### src/sv/isp_pkg.sv
// Shared types and constants for the integer string parser.
package isp_pkg;

	localparam int unsigned QUEUE_DEPTH = 4;
	localparam int unsigned QUEUE_PTR_W = $clog2(QUEUE_DEPTH);
	localparam int unsigned QUEUE_CNT_W = $clog2(QUEUE_DEPTH + 1);

	localparam logic [7:0] CHAR_NUL      = 8'h00;
	localparam logic [7:0] CHAR_MINUS    = 8'h2d;
	localparam logic [7:0] CHAR_ZERO     = 8'h30;
	localparam logic [7:0] CHAR_NINE     = 8'h39;
	localparam logic [7:0] CHAR_UPPER_A  = 8'h41;
	localparam logic [7:0] CHAR_UPPER_F  = 8'h46;
	localparam logic [7:0] CHAR_UPPER_X  = 8'h58;
	localparam logic [7:0] CHAR_LOWER_A  = 8'h61;
	localparam logic [7:0] CHAR_LOWER_F  = 8'h66;
	localparam logic [7:0] CHAR_LOWER_X  = 8'h78;
	localparam logic [7:0] LETTER_OFFSET = 8'd10;

	localparam logic [1:0] WCODE_64 = 2'd0;
	localparam logic [1:0] WCODE_32 = 2'd1;
	localparam logic [1:0] WCODE_16 = 2'd2;
	localparam logic [1:0] WCODE_8  = 2'd3;

	localparam logic [63:0] HEX_NMAX  = 64'h0fff_ffff_ffff_ffff;
	localparam logic [3:0]  HEX_CMAX  = 4'd15;
	localparam logic [63:0] UDEC_NMAX = 64'd1844674407370955161;
	localparam logic [3:0]  UDEC_CMAX = 4'd5;
	localparam logic [63:0] SPOS_NMAX = 64'd922337203685477580;
	localparam logic [3:0]  SPOS_CMAX = 4'd7;
	localparam logic [63:0] SNEG_NMAX = 64'd922337203685477580;
	localparam logic [3:0]  SNEG_CMAX = 4'd8;

	localparam logic [1:0] POS_FIRST  = 2'd0;
	localparam logic [1:0] POS_SECOND = 2'd1;
	localparam logic [1:0] POS_LATER  = 2'd2;

	typedef struct packed {
		logic       is_nul;
		logic       is_minus;
		logic       is_x;
		logic       dec_ok;
		logic       hex_ok;
		logic [3:0] value;
	} char_class_t;

endpackage

### src/sv/integer_string_parser.sv
// Top level of the streaming decimal and hex integer string parser.
// The parser takes one character per transfer on the input channel and gives one result, ok and
// the 64-bit value, for each NUL that ends a string; other characters give no result. A leading
// 0x or 0X selects hex, otherwise the string is decimal with an optional minus sign for signed
// kinds, and the value is checked exactly against the limits of the kind in target_kind. It
// sustains one character per clock cycle while no stall holds it, set by the back end's
// per-character step of one bound compare and one multiply-by-ten (or shift-by-four) add on
// the 64-bit accumulator. A character reaches the back end through a four-entry queue, in which
// it is registered, and its result is loaded into the output register at the edge at which its
// NUL leaves the queue. A NUL waits at the head of the queue while an earlier result has not
// been taken, and the input stalls once the queue fills. Write target_kind only while no string
// is in flight.
module integer_string_parser (
	input  logic        clk,
	input  logic        arst_n,
	input  logic        cfg_wen,
	input  logic [2:0]  cfg_wdata,
	input  logic        in_valid,
	output logic        in_ready,
	input  logic [7:0]  char_code,
	output logic        out_valid,
	input  logic        out_ready,
	output logic        ok,
	output logic [63:0] number
);

	logic [2:0]           target_kind_q;
	logic                 queue_full;
	logic                 push;
	isp_pkg::char_class_t push_item;
	logic                 pop;
	logic                 head_valid;
	isp_pkg::char_class_t head_item;

	always_ff @(posedge clk or negedge arst_n) begin
		if (!arst_n) begin
			target_kind_q <= '0;
		end else if (cfg_wen) begin
			target_kind_q <= cfg_wdata;
		end
	end

	isp_front u_front (
		.in_valid   (in_valid),
		.in_ready   (in_ready),
		.char_code  (char_code),
		.queue_full (queue_full),
		.push       (push),
		.item       (push_item)
	);

	isp_queue u_queue (
		.clk        (clk),
		.arst_n     (arst_n),
		.push       (push),
		.push_item  (push_item),
		.pop        (pop),
		.full       (queue_full),
		.head_valid (head_valid),
		.head_item  (head_item)
	);

	isp_back u_back (
		.clk         (clk),
		.arst_n      (arst_n),
		.target_kind (target_kind_q),
		.head_valid  (head_valid),
		.head_item   (head_item),
		.pop         (pop),
		.out_valid   (out_valid),
		.out_ready   (out_ready),
		.ok          (ok),
		.number      (number)
	);

endmodule

### src/sv/isp_front.sv
// Front end: accepts characters and classifies them into queue entries.
module isp_front (
	input  logic                 in_valid,
	output logic                 in_ready,
	input  logic [7:0]           char_code,
	input  logic                 queue_full,
	output logic                 push,
	output isp_pkg::char_class_t item
);

	logic is_dec;
	logic is_lower;
	logic is_upper;
	logic [7:0] letter_value;

	always_comb begin
		is_dec   = (char_code >= isp_pkg::CHAR_ZERO) && (char_code <= isp_pkg::CHAR_NINE);
		is_lower = (char_code >= isp_pkg::CHAR_LOWER_A) && (char_code <= isp_pkg::CHAR_LOWER_F);
		is_upper = (char_code >= isp_pkg::CHAR_UPPER_A) && (char_code <= isp_pkg::CHAR_UPPER_F);
		if (is_lower) begin
			letter_value = char_code - isp_pkg::CHAR_LOWER_A + isp_pkg::LETTER_OFFSET;
		end else begin
			letter_value = char_code - isp_pkg::CHAR_UPPER_A + isp_pkg::LETTER_OFFSET;
		end
		item.is_nul   = (char_code == isp_pkg::CHAR_NUL);
		item.is_minus = (char_code == isp_pkg::CHAR_MINUS);
		item.is_x     = (char_code == isp_pkg::CHAR_LOWER_X) ||
			(char_code == isp_pkg::CHAR_UPPER_X);
		item.dec_ok   = is_dec;
		item.hex_ok   = is_dec || is_lower || is_upper;
		item.value    = is_dec ? char_code[3:0] : letter_value[3:0];
	end

	assign in_ready = !queue_full;
	assign push     = in_valid && !queue_full;

endmodule

### src/sv/isp_queue.sv
// Short queue of classified characters between the front and back ends.
module isp_queue (
	input  logic                 clk,
	input  logic                 arst_n,
	input  logic                 push,
	input  isp_pkg::char_class_t push_item,
	input  logic                 pop,
	output logic                 full,
	output logic                 head_valid,
	output isp_pkg::char_class_t head_item
);

	isp_pkg::char_class_t entries_q [isp_pkg::QUEUE_DEPTH];
	logic [isp_pkg::QUEUE_PTR_W-1:0] wr_ptr_q;
	logic [isp_pkg::QUEUE_PTR_W-1:0] rd_ptr_q;
	logic [isp_pkg::QUEUE_CNT_W-1:0] count_q;

	assign full       = (count_q == isp_pkg::QUEUE_CNT_W'(isp_pkg::QUEUE_DEPTH));
	assign head_valid = (count_q != '0);
	assign head_item  = entries_q[rd_ptr_q];

	always_ff @(posedge clk) begin
		if (push) begin
			entries_q[wr_ptr_q] <= push_item;
		end
	end

	always_ff @(posedge clk or negedge arst_n) begin
		if (!arst_n) begin
			wr_ptr_q <= '0;
			rd_ptr_q <= '0;
			count_q  <= '0;
		end else begin
			if (push) begin
				wr_ptr_q <= wr_ptr_q + 1'b1;
			end
			if (pop) begin
				rd_ptr_q <= rd_ptr_q + 1'b1;
			end
			if (push && !pop) begin
				count_q <= count_q + 1'b1;
			end else if (pop && !push) begin
				count_q <= count_q - 1'b1;
			end
		end
	end

endmodule

### src/sv/isp_back.sv
// Back end: accumulates digits with overflow checks and issues results.
module isp_back (
	input  logic                 clk,
	input  logic                 arst_n,
	input  logic [2:0]           target_kind,
	input  logic                 head_valid,
	input  isp_pkg::char_class_t head_item,
	output logic                 pop,
	output logic                 out_valid,
	input  logic                 out_ready,
	output logic                 ok,
	output logic [63:0]          number
);

	logic [63:0] acc_q;
	logic [1:0]  pos_q;
	logic        neg_q;
	logic        hex_q;
	logic        seen_q;
	logic        failed_q;
	logic        out_valid_q;
	logic        ok_q;
	logic [63:0] number_q;

	logic        is_signed;
	logic        out_free;
	logic        take_prefix;
	logic        take_minus;
	logic        digit_ok;
	logic [63:0] nmax;
	logic [3:0]  cmax;
	logic        in_bound;
	logic [63:0] acc_next;
	logic        fin_ok;
	logic [63:0] fin_value;
	logic        fits;

	assign is_signed = target_kind[0];
	assign out_free  = !out_valid_q || out_ready;
	assign pop       = head_valid && (!head_item.is_nul || out_free);

	always_comb begin
		take_prefix = !hex_q && (pos_q == isp_pkg::POS_SECOND) && seen_q &&
			(acc_q == '0) && !neg_q && head_item.is_x;
		take_minus  = !hex_q && (pos_q == isp_pkg::POS_FIRST) && head_item.is_minus &&
			is_signed;
		digit_ok    = hex_q ? head_item.hex_ok : head_item.dec_ok;
		if (hex_q) begin
			nmax = isp_pkg::HEX_NMAX;
			cmax = isp_pkg::HEX_CMAX;
		end else if (!is_signed) begin
			nmax = isp_pkg::UDEC_NMAX;
			cmax = isp_pkg::UDEC_CMAX;
		end else if (neg_q) begin
			nmax = isp_pkg::SNEG_NMAX;
			cmax = isp_pkg::SNEG_CMAX;
		end else begin
			nmax = isp_pkg::SPOS_NMAX;
			cmax = isp_pkg::SPOS_CMAX;
		end
		in_bound = (acc_q < nmax) || ((acc_q == nmax) && (head_item.value <= cmax));
		if (hex_q) begin
			acc_next = {acc_q[59:0], head_item.value};
		end else begin
			acc_next = {acc_q[60:0], 3'b000} + {acc_q[62:0], 1'b0} +
				{60'd0, head_item.value};
		end
	end

	always_comb begin
		fin_ok = !failed_q && seen_q;
		if (fin_ok && !hex_q) begin
			if (neg_q && !is_signed) begin
				fin_ok = 1'b0;
			end else if (is_signed && !neg_q && acc_q[63]) begin
				fin_ok = 1'b0;
			end else if (neg_q && acc_q[63] && (acc_q[62:0] != '0)) begin
				fin_ok = 1'b0;
			end
		end
		fin_value = (!hex_q && neg_q) ? (64'd0 - acc_q) : acc_q;
		case (target_kind[2:1])
			isp_pkg::WCODE_64: fits = 1'b1;
			isp_pkg::WCODE_32: fits = is_signed ?
				((&fin_value[63:31]) || !(|fin_value[63:31])) : !(|fin_value[63:32]);
			isp_pkg::WCODE_16: fits = is_signed ?
				((&fin_value[63:15]) || !(|fin_value[63:15])) : !(|fin_value[63:16]);
			isp_pkg::WCODE_8:  fits = is_signed ?
				((&fin_value[63:7]) || !(|fin_value[63:7])) : !(|fin_value[63:8]);
			default:           fits = 1'b0;
		endcase
		fin_ok = fin_ok && fits;
	end

	always_ff @(posedge clk) begin
		if (pop && head_item.is_nul) begin
			ok_q     <= fin_ok;
			number_q <= fin_ok ? fin_value : 64'd0;
		end
	end

	always_ff @(posedge clk or negedge arst_n) begin
		if (!arst_n) begin
			acc_q       <= '0;
			pos_q       <= isp_pkg::POS_FIRST;
			neg_q       <= 1'b0;
			hex_q       <= 1'b0;
			seen_q      <= 1'b0;
			failed_q    <= 1'b0;
			out_valid_q <= 1'b0;
		end else begin
			if (pop && head_item.is_nul) begin
				out_valid_q <= 1'b1;
			end else if (out_ready) begin
				out_valid_q <= 1'b0;
			end
			if (pop) begin
				if (head_item.is_nul) begin
					acc_q       <= '0;
					pos_q       <= isp_pkg::POS_FIRST;
					neg_q       <= 1'b0;
					hex_q       <= 1'b0;
					seen_q      <= 1'b0;
					failed_q    <= 1'b0;
				end else begin
					if (!failed_q) begin
						if (take_prefix) begin
							hex_q  <= 1'b1;
							seen_q <= 1'b0;
						end else if (take_minus) begin
							neg_q <= 1'b1;
						end else if (digit_ok && in_bound) begin
							acc_q  <= acc_next;
							seen_q <= 1'b1;
						end else begin
							failed_q <= 1'b1;
						end
					end
					if (pos_q != isp_pkg::POS_LATER) begin
						pos_q <= pos_q + 1'b1;
					end
				end
			end
		end
	end

	assign out_valid = out_valid_q;
	assign ok        = ok_q;
	assign number    = number_q;

endmodule

### config.mk
export PLATFORM = sky130hd
export DESIGN_NAME = integer_string_parser
export DESIGN_NICKNAME = d
export VERILOG_FILES = /design/src/sv/isp_pkg.sv /design/src/sv/integer_string_parser.sv /design/src/sv/isp_front.sv /design/src/sv/isp_queue.sv /design/src/sv/isp_back.sv
export SDC_FILE = /design/constraint.sdc
export NUM_CORES = 1
export LEC_CHECK = 0
export ABC_AREA = 1
export BUFFER_PORTS_ARGS = -buffer_cell sky130_fd_sc_hd__buf_4
export CORE_UTILIZATION = 40
export DETAILED_ROUTE_END_ITERATION = 16
export GPL_ROUTABILITY_DRIVEN = 0
export PLACE_DENSITY_LB_ADDON = 0.12
export SYNTH_ARGS = -nofsm -noshare
export SYNTH_HDL_FRONTEND = slang
export SYNTH_HIERARCHICAL = 1
export SYNTH_SLANG_ARGS = --single-unit
### constraint.sdc
create_clock -name clk -period 3.37 [get_ports clk]
set_input_delay 0.337 -clock clk [delete_from_list [all_inputs] [get_ports clk]]
set_output_delay 0.337 -clock clk [all_outputs]
set_load 0.02 [all_outputs]
==> qor.csv <==
stage;metric;value;unit
status;status;finished with violations;
status;failing checks;setup timing;
worst_setup_path;startpoint types;flip-flop;
synthesis;synth unique cells;60;
worst_setup_path;Worst Path Required;3760;ps
global_route;global-route wire length before repair;98660;µm
sta;final setup margin;-126.6;ps
synthesis;Cells after Synth;2635;
sta;skew final;16.50;ps
synthesis;synth warn;6;
worst_setup_path;WS Path Type;flip-flop to flip-flop;
worst_setup_path;CP endpoint;u_back/acc_q[58];
finish;Final nets;3186;
pwr;PD cells;1043;nW/µm²
job;max cap viols;0;
synthesis;Area contributors post-synth;edfxtp_1, nand2_1, ha_1, dfrtp_1, nor2_1;
sta;setup TNS;-460.8;ps
floorplanning;IO Count;83;
worst_setup_path;R2R cell count;19;
synthesis;synthesized net count;2839;
detailed_routing;drt first pass iters;6;
finish;share of layout cells above drive strength 1;25.41;%
cts;Clk pin slew, worst setup/hold paths;80;ps
synthesis;Synth Flop Type;edfxtp_1;
global_route;final global-route overflow total;0;
cts;clock root cell;clkbuf_16;
detailed_routing;Avg Vias per Cell;5.406;
hold_path;WHS Path Cells;2;
worst_setup_path;R2R Setup Slk;-130;ps
worst_setup_path;crit-path max FO;7;
finish;fin cells;3582;
synthesis;number of synthesized flops with an enable pin;101;
cts;Clk Latency, worst-skew pair;500;ps
finish;area delta synth->final;29.88;%
detailed_routing;initial DRC count;1769;
worst_setup_path;FF-to-FF Start;u_queue/rd_ptr_q[0];
synthesis;Yosys reg bits;182;
detailed_routing;final antenna-violating net count;0;
worst_setup_path;CP Data Arrival Time;3890;ps
floorplanning;Die Wd;212.7;µm
sta;slew of the pin with the lowest slew margin;776.8;ps
floorplanning;die area;45230;µm²
placed_design;Final HPWL DP;52140;µm
floorplanning;# rows;76;
finish;Reg area;5095;µm²
sta;Hold WS;36.72;ps
pwr;P_leak;11.33;nW
global_route;initial antenna violation count;2;
cts;total CTS buffers;17;
cts;TritonCTS clock tree;yes;
placed_design;pre-CTS setup slack;-318.3;ps
finish;FILL cells;4261;
sta;RSZ-0062 raised after global routing;yes;
worst_setup_path;worst r2r dst;u_back/acc_q[58];
floorplanning;Core Region;43460;µm²
cts;Clock Sinks;182;
cts;H-Tree Depth;4;
synthesis;syn_area_per_cell;6.737;µm²
sta;max-slew violation count;0;
detailed_routing;DR WL/cell;18.37;µm
detailed_routing;total wire length;65790;µm
sta;final hold viol count;0;
pwr;VDD IR max;0.5536;mV
global_route;largest net degree at the start of global routing;66;
sta;Setup-failing EPs final;10;
detailed_routing;total number of vias;19370;
finish;Multi-input gate area;12160;µm²
global_route;GRT Total Usage;28.89;%
sta;post-route clock period utilization;103.8;%
hold_path;worst min path class;input pin to flip-flop;
global_route;number of global-route vias before repair;18340;
placed_design;placed cell count;3493;
floorplanning;Initial Utilization;40.85;%
sta;Max Clock Freq;286.0;MHz
detailed_routing;Remaining DRCs;0;
synthesis;share of Yosys cell area claimed by the top area cell type;17.08;%
placed_design;port bufs;82;
synthesis;Yosys top cell by area;edfxtp_1;
worst_setup_path;Crit. End Element;flip-flop;
synthesis;Seq/Total Area, Yosys;28.50;%
worst_setup_path;CP Launch Point;u_queue/rd_ptr_q[0];
cts;CTS max path bufs;2;
synthesis;Syn Std Cell Area;17750;µm²
sta;post-layout min period;3497;ps
sta;Worst slew margin;48.21;%
synthesis;Async SR Flop Fraction;44.51;%
floorplanning;die span in y;212.7;µm
-- cell usage after synthesis (all sizes together), types with 10 or more instances --
cell type and n:
nand2 669, nor2 442, inv 319, o21ai 192
nand3 186, ha 185, a21oi 148, edfxtp 101
dfrtp 81, nand4 58, xor2 38, clkbuf 35
buf 28, o211ai 24, nor3 20, o21a 11
or2 11, nand3b 10
-- worst min-delay path by stage --
stage              start             endpoint  slack [ps]
6_report       out_ready     u_back/out_valid          40
3_3_place_gp      arst_n  u_queue/wr_ptr_q[1]         410
5_1_grt        out_ready     u_back/out_valid          10
4_1_cts        out_ready     u_back/out_valid           4
2_1_floorplan     arst_n     target_kind_q[0]          40
3_5_place_dp      arst_n  u_queue/wr_ptr_q[1]         400
-- logic make-up (layout without fill, tap and decap cells) --
family                   after synthesis  after routing  synth area share [%]
other                                  0              2                     0
buffers and inverters                383            742                 8.838
XOR/XNOR                              45             45                 2.263
multiplexers                           6              6                0.3383
adder cells (fa/ha/maj)              188            188                 13.38
flip-flops                           182            182                 28.50
AO/OA/AOI/OAI                        421            421                 13.46
AND/OR/NAND/NOR                     1410           1411                 33.23
-- placed cells by master, fill, tap and decap left out, types with 8 or more instances in the layout --
cell type / n
a21o_1: 8
ha_1: 180
o21ai_0: 103
dfrtp_2: 28
inv_1: 280
nand3b_1: 10
nand3_2: 28
o22ai_1: 8
o21a_1: 11
nor2_4: 11
inv_2: 33
a21oi_1: 126
buf_6: 29
dfrtp_1: 53
o211ai_2: 10
xor2_1: 30
nor2_1: 377
clkbuf_16: 20
nand4_1: 57
nand2_2: 70
or2_2: 10
nand2_1: 588
nand2_4: 11
edfxtp_1: 101
a21oi_2: 16
xor2_2: 8
buf_4: 341
nor2_2: 53
buf_12: 13
o21ai_2: 16
nand3_1: 152
o21ai_1: 70
o211ai_1: 14
nor3_1: 16
-- registers in the layout, indices dropped and copies added (netlist names) --
signal	count
target_kind_q	3
u_back/acc_q	64
u_back/failed_q	1
u_back/hex_q	1
u_back/neg_q	1
u_back/number	64
u_back/ok	1
u_back/out_valid	1
u_back/pos_q	2
u_back/seen_q	1
u_queue/count_q	3
u_queue/entries_q	36
u_queue/rd_ptr_q	2
u_queue/wr_ptr_q	2
-- where the power goes --
part	switching, mW	leakage (nW)	internal, mW	total, mW
logic	10.9	9.03	6.83	17.7
registers	0.899	2.02	3.32	4.22
clock network	0.980	0.277	1.09	2.07
total	12.8	11.3	11.2	24.0
-- routing by layer --
| metal | share of wire, % | routed length (µm) | global-route usage [%] |
|---|---|---|---|
| met4 | 5.1 | 3324 | 12.80 |
| met2 | 46 | 30480 | 48.31 |
| met5 | 0 | 0 | 0 |
| met1 | 42 | 27690 | 36.58 |
| met3 | 6.5 | 4300 | 4.662 |
-- repair_timing --
| item | CTS | global route |
|---|---|---|
| pin swaps | 30 | 71 |
| gates resized for setup | 70 | 330 |
| setup endpoints to repair | 128 | 129 |
| gates cloned | 0 | 7 |
| hold endpoints to repair | 40 | 0 |
| hold buffers | 1 | 0 |
| setup buffers | 9 | 39 |
-- critical path: stages (launching register included) --
cell,delay (ps)
dfrtp_2,460
buf_6,130
o211ai_2,140
nand2_2,100
fa_1,510
fa_2,370
nand2_2,70
inv_2,30
o21ai_2,110
nand2_2,100
a21oi_4,180
buf_4,140
o21a_1,130
o211ai_1,190
a21o_1,250
and2_4,140
o21bai_1,120
nand3_1,80
nand3_1,100
nand2_1,50
-- through the flow --
step	cell area (µm²)	utilization [%]	power [mW]
2_1_floorplan	17790	-	13.28
3_3_place_gp	20790	47.85	19.60
3_5_place_dp	20790	47.85	19.81
4_1_cts	21650	49.82	22.11
5_1_grt	23050	53.05	25.81
6_report	23060	53.06	24.04
-- layout make-up --
cell class	count	area share (%)
Tap cell	585	3.175
Sequential cell	182	22.10
Multi-Input combinational cell	2071	52.74
Clock buffer	17	1.845
Inverter	320	5.291
Clock inverter	15	0.6675
Timing Repair Buffer	390	14.17
Antenna cell	2	0.02171
(Power assumes the default switching activity.)
